==> src/rtl/pfc_pkg.sv <==
// ----------------------------------------------------------------------------
// pfc_pkg
// Shared types, letter codes and square geometry for the Playfair stream core.
// ----------------------------------------------------------------------------
package pfc_pkg;

   localparam int SQUARE_SIDE = 5;
   localparam int NUM_CELLS   = SQUARE_SIDE * SQUARE_SIDE;
   localparam int NUM_LETTERS = 26;

   localparam logic [4:0] LTR_I     = 5'd8;
   localparam logic [4:0] LTR_J     = 5'd9;
   localparam logic [4:0] LTR_X     = 5'd23;
   localparam logic [4:0] LTR_LAST  = 5'd25;
   localparam logic [4:0] NO_LETTER = 5'd26;
   localparam logic [4:0] CELLS_MAX = 5'(NUM_CELLS);
   localparam logic [2:0] SIDE_MAX  = 3'(SQUARE_SIDE - 1);

   localparam logic [7:0] ASCII_A_UP = 8'h41;
   localparam logic [7:0] ASCII_Z_UP = 8'h5a;
   localparam logic [7:0] ASCII_A    = 8'h61;
   localparam logic [7:0] ASCII_Z    = 8'h7a;
   localparam logic [7:0] CASE_GAP   = 8'h20;

   typedef enum logic [1:0] {
      REQ_KEY_BYTE = 2'd0,
      REQ_KEY_DONE = 2'd1,
      REQ_TEXT     = 2'd2,
      REQ_MSG_END  = 2'd3
   } req_code_type;

   // one write into both lookup memories
   typedef struct packed {
      logic       en;
      logic [4:0] cell_no;
      logic [4:0] letter;
   } wr_req_type;

   // row of a cell: cell / 5 as multiply by 13, shift by 6 (exact below 25)
   function automatic logic [2:0] cell_row(input logic [4:0] cell_no);
      logic [8:0] prod;
      prod = 9'(cell_no) * 9'd13;
      return prod[8:6];
   endfunction

   function automatic logic [4:0] times_side(input logic [2:0] v);
      return {v, 2'b00} + {2'b00, v};
   endfunction

   function automatic logic [2:0] cell_col(input logic [4:0] cell_no);
      logic [4:0] base;
      base = times_side(cell_row(cell_no));
      return 3'(cell_no - base);
   endfunction

endpackage

==> src/rtl/pfc_store.sv <==
// ----------------------------------------------------------------------------
// pfc_store
// Square memory (cell -> letter) and its inverse (letter -> cell), each with
// one write port and two registered read ports.
// ----------------------------------------------------------------------------
module pfc_store (
   input  logic               clock,
   input  pfc_pkg::wr_req_type wr,
   input  logic [4:0]         letter_a,
   input  logic [4:0]         letter_b,
   output logic [4:0]         cell_a,
   output logic [4:0]         cell_b,
   input  logic [4:0]         cell_p,
   input  logic [4:0]         cell_q,
   output logic [4:0]         letter_p,
   output logic [4:0]         letter_q
);
   import pfc_pkg::*;

   logic [4:0] square_mem [NUM_CELLS];
   logic [4:0] cell_mem   [NUM_LETTERS];

   logic [4:0] cell_a_ff, cell_b_ff, letter_p_ff, letter_q_ff;

   always_ff @(posedge clock) begin
      if (wr.en) begin
         square_mem[wr.cell_no] <= wr.letter;
         cell_mem[wr.letter]    <= wr.cell_no;
      end
      cell_a_ff   <= cell_mem[letter_a];
      cell_b_ff   <= cell_mem[letter_b];
      letter_p_ff <= square_mem[cell_p];
      letter_q_ff <= square_mem[cell_q];
   end

   assign cell_a   = cell_a_ff;
   assign cell_b   = cell_b_ff;
   assign letter_p = letter_p_ff;
   assign letter_q = letter_q_ff;

endmodule

==> src/rtl/pfc_subst.sv <==
// ----------------------------------------------------------------------------
// pfc_subst
// Pair substitution: row, column and rectangle rules on two square cells.
// ----------------------------------------------------------------------------
module pfc_subst (
   input  logic       decrypt,
   input  logic [4:0] cell_a,
   input  logic [4:0] cell_b,
   output logic [4:0] cell_p,
   output logic [4:0] cell_q
);
   import pfc_pkg::*;

   function automatic logic [2:0] shift_pos(input logic [2:0] v, input logic dec);
      logic [2:0] r;
      if (dec) r = (v == 3'd0) ? SIDE_MAX : v - 3'd1;
      else     r = (v == SIDE_MAX) ? 3'd0 : v + 3'd1;
      return r;
   endfunction

   logic [2:0] ya, xa, yb, xb;

   always_comb begin
      ya = cell_row(cell_a);
      xa = cell_col(cell_a);
      yb = cell_row(cell_b);
      xb = cell_col(cell_b);
      if (ya == yb) begin
         cell_p = times_side(ya) + 5'(shift_pos(xa, decrypt));
         cell_q = times_side(yb) + 5'(shift_pos(xb, decrypt));
      end else if (xa == xb) begin
         cell_p = times_side(shift_pos(ya, decrypt)) + 5'(xa);
         cell_q = times_side(shift_pos(yb, decrypt)) + 5'(xb);
      end else begin
         cell_p = times_side(ya) + 5'(xb);
         cell_q = times_side(yb) + 5'(xa);
      end
   end

endmodule

==> src/rtl/playfair_cipher_stream_core.sv <==
// ----------------------------------------------------------------------------
// playfair_cipher_stream_core
// Playfair cipher over a byte stream: builds the 5x5 square from key bytes,
// then encrypts or decrypts text letters pair by pair.
//
//   channel | ports                                   | direction
//   req     | req_valid/req_ready, req_type, data     | in
//   rsp     | rsp_valid/rsp_ready, letter, end, last  | out
//   csr     | csr_wr_en, csr_wr_data (cipher mode)    | in
//
// Key bytes and unpaired text letters are taken in idle. Key done walks the
// alphabet, one alphabet letter per cycle through the square write port. A
// letter pair passes the cell lookup, substitution, square read and result
// build, then one cycle per result as the rsp side accepts, then idle. A
// message end without a pad pair emits only its end marker. Results go out
// through one output register; a stalled rsp side holds the sequencer.
// Synchronous reset clears the square fill state and returns to key entry.
// ----------------------------------------------------------------------------
module playfair_cipher_stream_core (
   input  logic       clock,
   input  logic       reset,
   input  logic       req_valid,
   output logic       req_ready,
   input  logic [1:0] req_type,
   input  logic [7:0] req_data_byte,
   output logic       rsp_valid,
   input  logic       rsp_ready,
   output logic [7:0] rsp_out_letter,
   output logic       rsp_end_marker,
   output logic       rsp_last,
   input  logic       csr_wr_en,
   input  logic       csr_wr_data
);
   import pfc_pkg::*;

   typedef enum logic [2:0] {
      ST_IDLE, ST_FILL, ST_LOOK, ST_SUBST, ST_FETCH, ST_BUILD, ST_EMIT
   } state_type;

   state_type  state_ff;
   logic       cipher_mode_ff;
   logic       phase_ff;
   logic [25:0] used_ff;
   logic [4:0] fill_count_ff;
   logic [4:0] fill_idx_ff;
   logic [4:0] held_ff;
   logic       held_valid_ff;
   logic       queued_x_ff;
   logic [4:0] prev_ff;
   logic       dec_ff;
   logic [4:0] op_a_ff, op_b_ff;
   logic [4:0] p_ff, q_ff;
   logic [4:0] lst_ff [4];
   logic [2:0] n_ff, idx_ff;
   logic       end_pend_ff;
   logic       rsp_valid_ff, rsp_end_ff, rsp_last_ff;
   logic [7:0] rsp_letter_ff;

   logic       accept, slot_free, rsp_load;
   logic [7:0] lower;
   logic [4:0] req_letter, text_letter;
   logic       key_place, fill_place;
   wr_req_type wr;
   logic [4:0] cell_a, cell_b, sub_p, sub_q, r1, r2;

   logic [4:0] bld_lst [4];
   logic [2:0] bld_n;
   logic [4:0] prev1, prev2;
   logic       qc1, qc2, emit_x1, emit_r1, emit_x2, emit_r2;

   assign req_ready = (state_ff == ST_IDLE);
   assign accept    = req_valid && req_ready;
   assign slot_free = !rsp_valid_ff || rsp_ready;
   assign rsp_load  = (state_ff == ST_EMIT) && slot_free &&
                      !(idx_ff == n_ff && !end_pend_ff);

   // fold to lower case, map to a letter index, and j to i for text
   always_comb begin
      lower = req_data_byte;
      if (req_data_byte >= ASCII_A_UP && req_data_byte <= ASCII_Z_UP)
         lower = req_data_byte + CASE_GAP;
      if (lower >= ASCII_A && lower <= ASCII_Z) req_letter = 5'(lower - ASCII_A);
      else                                      req_letter = NO_LETTER;
      text_letter = (req_letter == LTR_J) ? LTR_I : req_letter;
   end

   always_comb begin
      key_place  = accept && (req_type == REQ_KEY_BYTE) && !phase_ff &&
                   (req_letter != NO_LETTER) && (req_letter != LTR_J) &&
                   (fill_count_ff < CELLS_MAX) && !used_ff[req_letter];
      fill_place = (state_ff == ST_FILL) && (fill_idx_ff != LTR_J) &&
                   (fill_count_ff < CELLS_MAX) && !used_ff[fill_idx_ff];
      wr.en      = key_place || fill_place;
      wr.cell_no = fill_count_ff;
      wr.letter  = (state_ff == ST_FILL) ? fill_idx_ff : req_letter;
   end

   pfc_store u_store (
      .clock    (clock),
      .wr       (wr),
      .letter_a (op_a_ff),
      .letter_b (op_b_ff),
      .cell_a   (cell_a),
      .cell_b   (cell_b),
      .cell_p   (p_ff),
      .cell_q   (q_ff),
      .letter_p (r1),
      .letter_q (r2)
   );

   pfc_subst u_subst (
      .decrypt (dec_ff),
      .cell_a  (cell_a),
      .cell_b  (cell_b),
      .cell_p  (sub_p),
      .cell_q  (sub_q)
   );

   // result list of one pair; decrypt holds back an x until its successor
   always_comb begin
      emit_x1 = queued_x_ff && !(prev_ff != NO_LETTER && prev_ff == r1);
      prev1   = queued_x_ff ? LTR_X : prev_ff;
      emit_r1 = (r1 != LTR_X);
      qc1     = !emit_r1;
      if (emit_r1) prev1 = r1;
      emit_x2 = qc1 && !(prev1 != NO_LETTER && prev1 == r2);
      prev2   = qc1 ? LTR_X : prev1;
      emit_r2 = (r2 != LTR_X);
      qc2     = !emit_r2;
      if (emit_r2) prev2 = r2;

      for (int k = 0; k < 4; k++) bld_lst[k] = LTR_X;
      bld_n = 3'd0;
      if (!dec_ff) begin
         bld_lst[0] = r1;
         bld_lst[1] = r2;
         bld_n      = 3'd2;
      end else begin
         if (emit_x1) begin bld_lst[bld_n[1:0]] = LTR_X; bld_n = bld_n + 3'd1; end
         if (emit_r1) begin bld_lst[bld_n[1:0]] = r1;    bld_n = bld_n + 3'd1; end
         if (emit_x2) begin bld_lst[bld_n[1:0]] = LTR_X; bld_n = bld_n + 3'd1; end
         if (emit_r2) begin bld_lst[bld_n[1:0]] = r2;    bld_n = bld_n + 3'd1; end
      end
   end

   always_ff @(posedge clock) begin
      if (reset) begin
         state_ff       <= ST_IDLE;
         cipher_mode_ff <= 1'b0;
         phase_ff       <= 1'b0;
         used_ff        <= '0;
         fill_count_ff  <= '0;
         fill_idx_ff    <= '0;
         held_ff        <= '0;
         held_valid_ff  <= 1'b0;
         queued_x_ff    <= 1'b0;
         prev_ff        <= NO_LETTER;
         end_pend_ff    <= 1'b0;
         n_ff           <= '0;
         idx_ff         <= '0;
         rsp_valid_ff   <= 1'b0;
      end else begin
         if (rsp_load)       rsp_valid_ff <= 1'b1;
         else if (rsp_ready) rsp_valid_ff <= 1'b0;
         if (csr_wr_en) cipher_mode_ff <= csr_wr_data;
         if (wr.en) begin
            used_ff[wr.letter] <= 1'b1;
            fill_count_ff      <= fill_count_ff + 5'd1;
         end
         unique case (state_ff)
            ST_IDLE: begin
               if (accept) begin
                  case (req_type)
                     REQ_KEY_DONE: begin
                        if (!phase_ff) begin
                           fill_idx_ff <= '0;
                           state_ff    <= ST_FILL;
                        end
                     end
                     REQ_TEXT: begin
                        if (phase_ff && req_letter != NO_LETTER) begin
                           if (!held_valid_ff) begin
                              held_ff       <= text_letter;
                              held_valid_ff <= 1'b1;
                           end else begin
                              op_a_ff     <= held_ff;
                              dec_ff      <= cipher_mode_ff;
                              end_pend_ff <= 1'b0;
                              state_ff    <= ST_LOOK;
                              if (!cipher_mode_ff && held_ff == text_letter) begin
                                 op_b_ff <= LTR_X;
                              end else begin
                                 op_b_ff       <= text_letter;
                                 held_valid_ff <= 1'b0;
                              end
                           end
                        end
                     end
                     REQ_MSG_END: begin
                        held_valid_ff <= 1'b0;
                        held_ff       <= '0;
                        queued_x_ff   <= 1'b0;
                        prev_ff       <= NO_LETTER;
                        end_pend_ff   <= 1'b1;
                        idx_ff        <= '0;
                        if (phase_ff && held_valid_ff && !cipher_mode_ff) begin
                           op_a_ff  <= held_ff;
                           op_b_ff  <= LTR_X;
                           dec_ff   <= 1'b0;
                           state_ff <= ST_LOOK;
                        end else begin
                           n_ff     <= '0;
                           state_ff <= ST_EMIT;
                        end
                     end
                     default: ;
                  endcase
               end
            end
            ST_FILL: begin
               if (fill_idx_ff == LTR_LAST) begin
                  phase_ff <= 1'b1;
                  state_ff <= ST_IDLE;
               end else begin
                  fill_idx_ff <= fill_idx_ff + 5'd1;
               end
            end
            ST_LOOK:  state_ff <= ST_SUBST;
            ST_SUBST: begin
               p_ff     <= sub_p;
               q_ff     <= sub_q;
               state_ff <= ST_FETCH;
            end
            ST_FETCH: state_ff <= ST_BUILD;
            ST_BUILD: begin
               for (int k = 0; k < 4; k++) lst_ff[k] <= bld_lst[k];
               n_ff   <= bld_n;
               idx_ff <= '0;
               if (dec_ff) begin
                  prev_ff     <= prev2;
                  queued_x_ff <= qc2;
               end
               state_ff <= ST_EMIT;
            end
            ST_EMIT: begin
               if (idx_ff == n_ff && !end_pend_ff) begin
                  state_ff <= ST_IDLE;
               end else if (slot_free) begin
                  if (idx_ff != n_ff) begin
                     rsp_letter_ff <= ASCII_A + 8'(lst_ff[idx_ff[1:0]]);
                     rsp_end_ff    <= 1'b0;
                     rsp_last_ff   <= (idx_ff + 3'd1 == n_ff) && !end_pend_ff;
                     idx_ff        <= idx_ff + 3'd1;
                  end else begin
                     rsp_letter_ff <= '0;
                     rsp_end_ff    <= 1'b1;
                     rsp_last_ff   <= 1'b1;
                     end_pend_ff   <= 1'b0;
                  end
               end
            end
            default: state_ff <= ST_IDLE;
         endcase
      end
   end

   assign rsp_valid      = rsp_valid_ff;
   assign rsp_out_letter = rsp_letter_ff;
   assign rsp_end_marker = rsp_end_ff;
   assign rsp_last       = rsp_last_ff;

endmodule

==> config.mk <==
export PLATFORM = sky130hd
export DESIGN_NAME = playfair_cipher_stream_core
export DESIGN_NICKNAME = d
export VERILOG_FILES = /design/src/rtl/pfc_pkg.sv /design/src/rtl/pfc_store.sv /design/src/rtl/pfc_subst.sv /design/src/rtl/playfair_cipher_stream_core.sv
export SDC_FILE = /design/constraint.sdc
export NUM_CORES = 1
export LEC_CHECK = 0
export BUFFER_PORTS_ARGS = -buffer_cell sky130_fd_sc_hd__buf_2
export CAP_MARGIN = 20
export CORE_MARGIN = 5
export CORE_UTILIZATION = 46
export DETAILED_ROUTE_END_ITERATION = 12
export MAX_ROUTING_LAYER = met4
export PLACE_DENSITY_LB_ADDON = 0.1
export SLEW_MARGIN = 15
export SYNTH_ARGS = -nofsm -noshare
export SYNTH_HDL_FRONTEND = slang
export SYNTH_HIERARCHICAL = 1
export SYNTH_SLANG_ARGS = --single-unit
export TNS_END_PERCENT = 5
==> constraint.sdc <==
create_clock -name clock -period 6.5 [get_ports clock]
set_clock_uncertainty 0.05 [all_clocks]
set_input_delay 0.65 -clock clock [delete_from_list [all_inputs] [get_ports clock]]
set_output_delay 0.65 -clock clock [all_outputs]
set_load 0.05 [all_outputs]
==> results of run 1 <==
registers in the layout, summed over array words and instances (netlist names), 8 cells and up, named ones only:
| name | count |
|---|---|
| used_ff | 26 |
| u_store/cell_mem | 130 |
| lst_ff | 20 |
| u_store/square_mem | 125 |
| rsp_out_letter | 8 |
layout by cell type, fill, tap and decap left out, types with 18 or more instances in the layout:
cell type / count
nor2_1: 125
mux2i_1: 46
buf_2: 27
xor2_1: 20
nand2_1: 81
o32ai_1: 28
a21oi_1: 50
o21ai_0: 51
edfxtp_1: 306
nand3_1: 28
a22oi_1: 18
nor2b_1: 23
dfxtp_1: 83
clkbuf_16: 45
ha_1: 73
buf_4: 31
xnor2_1: 39
mux4_2: 123
o22ai_1: 24
inv_1: 90
nor3_1: 22
report_power, final:
group	total (mW)	switching, mW	internal [mW]
clock network	2.46	1.00	1.46
registers	2.92	0.0751	2.84
logic	1.45	0.892	0.561
through the flow:
step	instance area, sq um	instances	hold WS [ns]	power (mW)	worst slack, ns
after CTS	23400	2285	0.249	6.90	0.699
after floorplan	21300	1635	0.388	4.04	0.988
after global routing	23400	2286	0.279	7.17	0.293
after global placement	22000	2203	0.409	4.41	0.874
final	23400	2286	0.270	6.83	0.677
after detailed placement	22000	2203	0.410	4.42	0.707
final cells by class:
class / count / area [sq um] / share of cell area
Clock buffer: 62 / 1240 / 0.0530
Timing Repair Buffer: 59 / 379 / 0.0162
Tap cell: 600 / 751 / 0.0321
Inverter: 94 / 354 / 0.0151
Multi-Input combinational cell: 1062 / 9650 / 0.412
Sequential cell: 389 / 10900 / 0.463
Clock inverter: 20 / 195 / 0.00834
per-layer routing:
metal,vias up,wire length [um]
li1,6450,-
met1,7086,24000
met2,338,24100
met3,85,2250
met4,0,1260
met5,-,0
worst reg2reg max path, stage by stage, from the launching register on:
cell and delay, ns:
dfxtp_1 0.45, ha_1 0.29, fa_1 0.46, ha_1 0.30
and4_1 0.23, o311a_2 0.38, nor3_1 0.33, nor2_2 0.15
ha_1 0.48, xor2_1 0.35, nor3b_1 0.10, mux2i_1 0.24
o211ai_4 0.19, or3_2 0.45, nand3_1 0.09, o21ai_0 0.09
ha_1 0.33, nor2b_1 0.14, o21ai_0 0.18, xnor2_1 0.14
nor2_1 0.05, a211oi_1 0.18
logic make-up (layout without fill, tap and decap cells):
family | count (synthesis) | in the layout | share of synthesized area
compound gates | 341 | 341 | 0.121
xor+xnor | 61 | 61 | 0.0269
flops | 389 | 389 | 0.510
simple gates | 399 | 399 | 0.0960
fa+ha+maj | 82 | 82 | 0.0505
buf+inv | 184 | 235 | 0.0385
mux | 179 | 179 | 0.158
how the worst max path moves through the flow:
stage               cells after the start                 to
CTS                                    21  p_ff[4]$_DFFE_PP_
global placement                       21  p_ff[4]$_DFFE_PP_
floorplan                              20  q_ff[4]$_DFFE_PP_
global route                           21  p_ff[4]$_DFFE_PP_
finish                                 21  p_ff[4]$_DFFE_PP_
detailed placement                     21  p_ff[4]$_DFFE_PP_
==> out/qor.yml, run 1 <==
fin_crit_ns: 5.82
synthFlopType: "edfxtp_1"
viasPerCell: 6.11
die_w_um: 225
whs_path_depth: 3
grtUsageMet2: 0.322
setup_violations: 0
clk_pin_slew_ns: 0.07
gp_congestion: 0.861
cp_data_arrival_time_ns: 6.17
power_density_nw_per_um2: 292
cts_root_buffer: "clkbuf_16"
grt_max_degree: 73
r2r_start: "u_store/cell_a[1]$_DFF_P_"
grt_pass1_vias: 13800
cp_slowest_stage_delay_ns: 0.48
drcViolationCount: 0
yosysMostFrequentCell: "edfxtp_1"
crit_fanout: 9
crit_top_cell: "ha_1"
hold_path_class: "in2reg"
power.leakage_nw: 8.08
cts_inserted_buffers: 44
ant_nets: 0
status: "complete, no violations"
drive_gt1_frac: 0.188
die_h_um: 225
firstDrtPassIters: 7
yosysTopAreaCellShare: 0.432
maxSlewViolCount: 0
rrSetupSlack_ns: 0.68
synthTopCellsByArea: "edfxtp_1 (43%), mux4_2 (13%), dfxtp_1 (7.8%), ha_1 (4.3%), nor2_1 (2.2%)"
syn_area_sq_um: 21300
die_area_sq_um: 50600
cts_tree: "yes"
maxClockFrequency_ghz: 0.172
ys_async_sr_fraction: 0
clock_sinks: 389
min_period_over_period: 0.896
synth_cell_types: 99
synth_edf_count: 306
avgSynthCellArea_sq_um: 13.0
crit_slowest_cell: "ha_1"
initial_core_util: 0.467
whs_endpoint: "cipher_mode_ff$_SDFFE_PP0P_"
reg2reg_to: "p_ff[4]$_DFFE_PP_"
wl_per_cell_um: 22.6
yosys_register_bits: 389
relSlewSlack: 0.268
ys_seq_area_frac: 0.510
n_fill_cell: 3880
startpoint_type: "flip-flop"
grt-busiest-layer: "met2"
crit_path_end_kind: "flip-flop"
h-tree-depth: 2
finalNetCount: 1746
num_vias: 14000
hold_viol: 0
yosysWarnings: 6
peakVddDrop_mv: 0.179
setup_tns_ns: 0
synth_nets: 1731
hold_start: "csr_wr_data"
post-route-util: 0.514
critical-path-top-delay-family: "adder cells"
grt_pass1_wl_um: 80500
grt.total_usage: 0.208
overflow: 0
post_cts_buffers: 0
crit_buf_inv: 0
cts.path.max_buffers: 3
drt_wl_total_um: 51600
dp_hpwl_um: 35800
reg2reg_depth: 21
syn_to_final_growth_pct: 10.1
synth_cells: 1635
grt_util_met1: 0.289
worstSetupStartpoint: "u_store/cell_a[1]$_DFF_P_"
path_cells: "ha_1, fa_1, ha_1, and4_1, o311a_2, nor3_1, nor2_2, ha_1, xor2_1, nor3b_1, mux2i_1, o211ai_4, or3_2, nand3_1, o21ai_0, ha_1, nor2b_1, o21ai_0, xnor2_1, nor2_1, a211oi_1"
antenna_cells: 0
cts_hold_buf: 0
tightest_slew_ns: 1.10
cts_resized: 0
rsz0062_at_grt: "false"
row_count: 78
io_buffers: 27
core_sq_um: 45600
synth_commonest_cells: "edfxtp_1 (306), nor2_1 (126), mux4_2 (123), inv_1 (90), dfxtp_1 (83)"
yosys.area.top_type: "edfxtp_1"
antenna_found_initial: 0
pin_count: 28
cap_violations: 0
met3_usage: 0.0287
crit_type: "reg2reg"
clk_latency_ns: 0.58
cp_data_required_time_ns: 6.85
drtIter0Drc: 1218
Power figures use the tool's default switching activity.
==> run 2: changes to the inputs <==
--- a/config.mk
+++ b/config.mk
@@ -7,6 +7,7 @@
 export LEC_CHECK = 0
 export BUFFER_PORTS_ARGS = -buffer_cell sky130_fd_sc_hd__buf_2
 export CAP_MARGIN = 20
+export CORE_ASPECT_RATIO = 0.8
 export CORE_MARGIN = 5
 export CORE_UTILIZATION = 46
 export DETAILED_ROUTE_END_ITERATION = 12
@@ -15,6 +16,5 @@
 export SLEW_MARGIN = 15
 export SYNTH_ARGS = -nofsm -noshare
 export SYNTH_HDL_FRONTEND = slang
-export SYNTH_HIERARCHICAL = 1
 export SYNTH_SLANG_ARGS = --single-unit
 export TNS_END_PERCENT = 5
==> run 2 against run 1 <==
Global-route usage shrank 0.31 points. Utilization grew 0.089 points. Clock-buffer cell count shrank 5. Total power grew 7.1%. Critical path depth is the same. Fmax grew 5.1%. Highest routed layer unchanged.
==> out/qor.yml, run 2 <==
avgSynthCellArea_sq_um: 13.9  # +6.9%
yosysMostFrequentCell: "edfxtp_1"
dpl_cell_area_sq_um: 21700  # -1.3%
multiInputGateArea_sq_um: 9340  # -3.2%
dp_hpwl_um: 34200  # -4.7%
drtIter0Drc: 929  # -24%
synthTopCellsByArea: "edfxtp_1 (44%), mux4_2 (17%), dfxtp_1 (8.0%), ha_1 (5.0%), mux2_2 (2.5%)"
grt_pass1_wl_um: 75800  # -5.8%
grt.total_usage: 0.205  # -0.00308
cts_inserted_buffers: 41  # -6.8%
top_register: "u_store.cell_mem"
cts_root_buffer: "clkbuf_16"
die_w_um: 248  # +10%
startpoint_type: "flip-flop"
tightest_slew_ns: 1.02  # -0.0778 ns
post_cts_buffers: 0  # unchanged
cts.path.max_buffers: 3  # unchanged
drive_gt1_frac: 0.230  # +0.0424
maxClockFrequency_ghz: 0.180  # +5.1%
ys_async_sr_fraction: 0  # unchanged
final_area_sq_um: 23000  # -1.9%
wl_per_cell_um: 22.9  # +1.5%
yosysWarnings: 0  # -6
overflow: 0  # unchanged
worstSetupStartpoint: "u_store.cell_a[2]$_DFF_P_"
n_fill_cell: 3785  # -2.4%
setup.worst_path.end: "p_ff[4]$_DFFE_PP_"
cap_violations: 0  # unchanged
reg2reg_to: "p_ff[4]$_DFFE_PP_"
yosys.area.top_type: "edfxtp_1"
h-tree-depth: 2  # unchanged
rsz0062_at_grt: "false"
clock_sinks: 389  # unchanged
synth_cell_types: 69  # -30%
synth_cells: 1499  # -8.3%
setup_violations: 0  # unchanged
cp_data_arrival_time_ns: 5.77  # -0.40 ns
hold_viol: 0  # unchanged
die_h_um: 200  # -11%
synthFlopType: "edfxtp_1"
setup_tns_ns: 0  # unchanged
die_area_sq_um: 49700  # -1.9%
drcViolationCount: 0  # unchanged
antenna_found_initial: 1  # +1
firstDrtPassIters: 5  # -2
viasPerCell: 5.83  # -4.5%
cts_hold_buf: 0  # unchanged
ant_nets: 0  # unchanged
min_period_over_period: 0.852  # -0.0433
dpl_worst_slack_ns: 0.964  # +0.256 ns
gp_congestion: 0.849  # -1.4%
regArea_sq_um: 10900  # unchanged
clk_latency_ns: 0.57  # about the same
drt_wl_total_um: 49500  # -4.0%
largest_reg_flops: 130  # unchanged
num_vias: 12600  # -9.7%
io_buffers: 27  # unchanged
status: "complete, no violations"
grt_max_degree: 48  # -34%
yosys_register_bits: 389  # unchanged
finalPower_mw: 7.31  # +7.1%
core_sq_um: 44600  # -2.1%
grt_pass1_vias: 12400  # -10%
final.setup.worst_slack_ns: 0.959  # +0.282 ns
hold_path_class: "in2reg"
power.leakage_nw: 8.02  # -0.76%
pin_count: 28  # unchanged
mostFrequentLayoutCells: "edfxtp_1 (306), mux4_2 (154), nor2_1 (98), ha_1 (83), dfxtp_1 (83)"
initial_core_util: 0.467  # about the same
synth_commonest_cells: "edfxtp_1 (306), mux4_2 (154), nor2_1 (98), dfxtp_1 (83), ha_1 (83)"
crit_type: "reg2reg"
cts_resized: 0  # unchanged
reg2reg_depth: 21  # unchanged
syn_to_final_growth_pct: 10.2
crit_fanout: 8  # -1
syn_area_sq_um: 20800  # -2.0%
reg_top3: "u_store.cell_mem (130), u_store.square_mem (125), used_ff (26)"
synth_nets: 1610  # -7.0%
row_count: 69  # -12%
rrSetupSlack_ns: 0.96  # +0.28 ns
peakVddDrop_mv: 0.213  # +19%
fin_crit_ns: 5.54  # -0.282 ns
crit_path_end_kind: "flip-flop"
clk_pin_slew_ns: 0.06  # about the same
ys_seq_area_frac: 0.521  # +0.0106
r2r_start: "u_store.cell_a[2]$_DFF_P_"
cp_data_required_time_ns: 6.72  # -0.13 ns
synth_edf_count: 306  # unchanged
finalNetCount: 1637  # -6.2%
yosysTopAreaCellShare: 0.441  # +0.00897
layout_commonest_cell: "edfxtp_1"
cts_tree: "yes"
power_density_nw_per_um2: 318  # +9.1%
relSlewSlack: 0.320  # +0.0526
maxSlewViolCount: 0  # unchanged
-- run 2: cell count changes in the layout (fill, tap and decap cells not counted), sizes merged, moves of 13 or more --
| cell | delta |
|---|---|
| inv | -13 |
| mux2 | +38 |
| mux2i | -20 |
| mux4 | +31 |
| nand2 | -15 |
| nor2 | -29 |
| nor3 | +16 |
| o211ai | -13 |
| o21ai | -31 |
| o32ai | -15 |
-- run 2: kinds of logic after synthesis --
family          Yosys count  synth area share
flops                   389             0.521
simple gates            345            0.0823
mux                     228             0.205
compound gates          208            0.0688
buf+inv                 166            0.0322
fa+ha+maj                95            0.0614
xor+xnor                 68            0.0299
-- run 2: final cells by class --
| class | count | share of cell area |
|---|---|---|
| sequential | 389 | 0.472 |
| multi-input combinational | 944 | 0.406 |
| clock buffer | 57 | 0.0513 |
| tap | 603 | 0.0328 |
| timing repair buffer | 67 | 0.0190 |
| inverter | 83 | 0.0136 |
| clock inverter | 18 | 0.00447 |
| antenna | 1 | 0.000109 |
-- run 2: worst min path at each step --
stage	startpoint	cells past startpoint	slack, ns	endpoint
CTS	csr_wr_data	3	0.26	cipher_mode_ff$_SDFFE_PP0P_
finish	csr_wr_data	3	0.28	cipher_mode_ff$_SDFFE_PP0P_
floorplan	used_ff[19]$_SDFFE_PP0P_	2	0.39	used_ff[19]$_SDFFE_PP0P_
detailed placement	used_ff[11]$_SDFFE_PP0P_	2	0.42	used_ff[11]$_SDFFE_PP0P_
global route	csr_wr_data	3	0.29	cipher_mode_ff$_SDFFE_PP0P_
global placement	used_ff[17]$_SDFFE_PP0P_	2	0.42	used_ff[17]$_SDFFE_PP0P_
-- run 2: metal layers --
layer / share of wire / wire length [um] / track usage
met2: 0.44 / 22000 / 0.295
met4: 0.023 / 1130 / 0.0479
met5: 0 / 0 / -
met1: 0.47 / 23400 / 0.306
met3: 0.061 / 3010 / 0.0368
-- run 2: critical path: stages (launching register included) --
cell,delay [ns]
dfxtp_1,0.41
ha_1,0.28
fa_1,0.46
ha_1,0.29
nand4_1,0.11
nand2b_1,0.09
a21oi_1,0.08
xnor2_1,0.61
inv_1,0.10
ha_1,0.25
ha_1,0.21
nor2b_1,0.13
a211oi_1,0.44
inv_1,0.12
fa_1,0.58
inv_1,0.06
ha_1,0.28
a21o_1,0.18
a21oi_1,0.19
xor2_1,0.09
mux2i_1,0.14
mux2i_1,0.10
-- run 2: per-stage QoR --
stage / hold slack (ns) / util / instances
2_1_floorplan: 0.391 / - / 1499
3_3_place_gp: 0.419 / 0.486 / 2084
3_5_place_dp: 0.423 / 0.486 / 2086
4_1_cts: 0.264 / 0.515 / 2161
5_1_grt: 0.286 / 0.515 / 2162
6_report: 0.279 / 0.515 / 2162
-- run 2: power by group --
group	leakage [nW]	internal, mW	switching (mW)
logic	3.78	0.864	1.24
registers	3.62	2.86	0.106
clock network	0.627	1.27	0.969
total	8.02	4.99	2.32
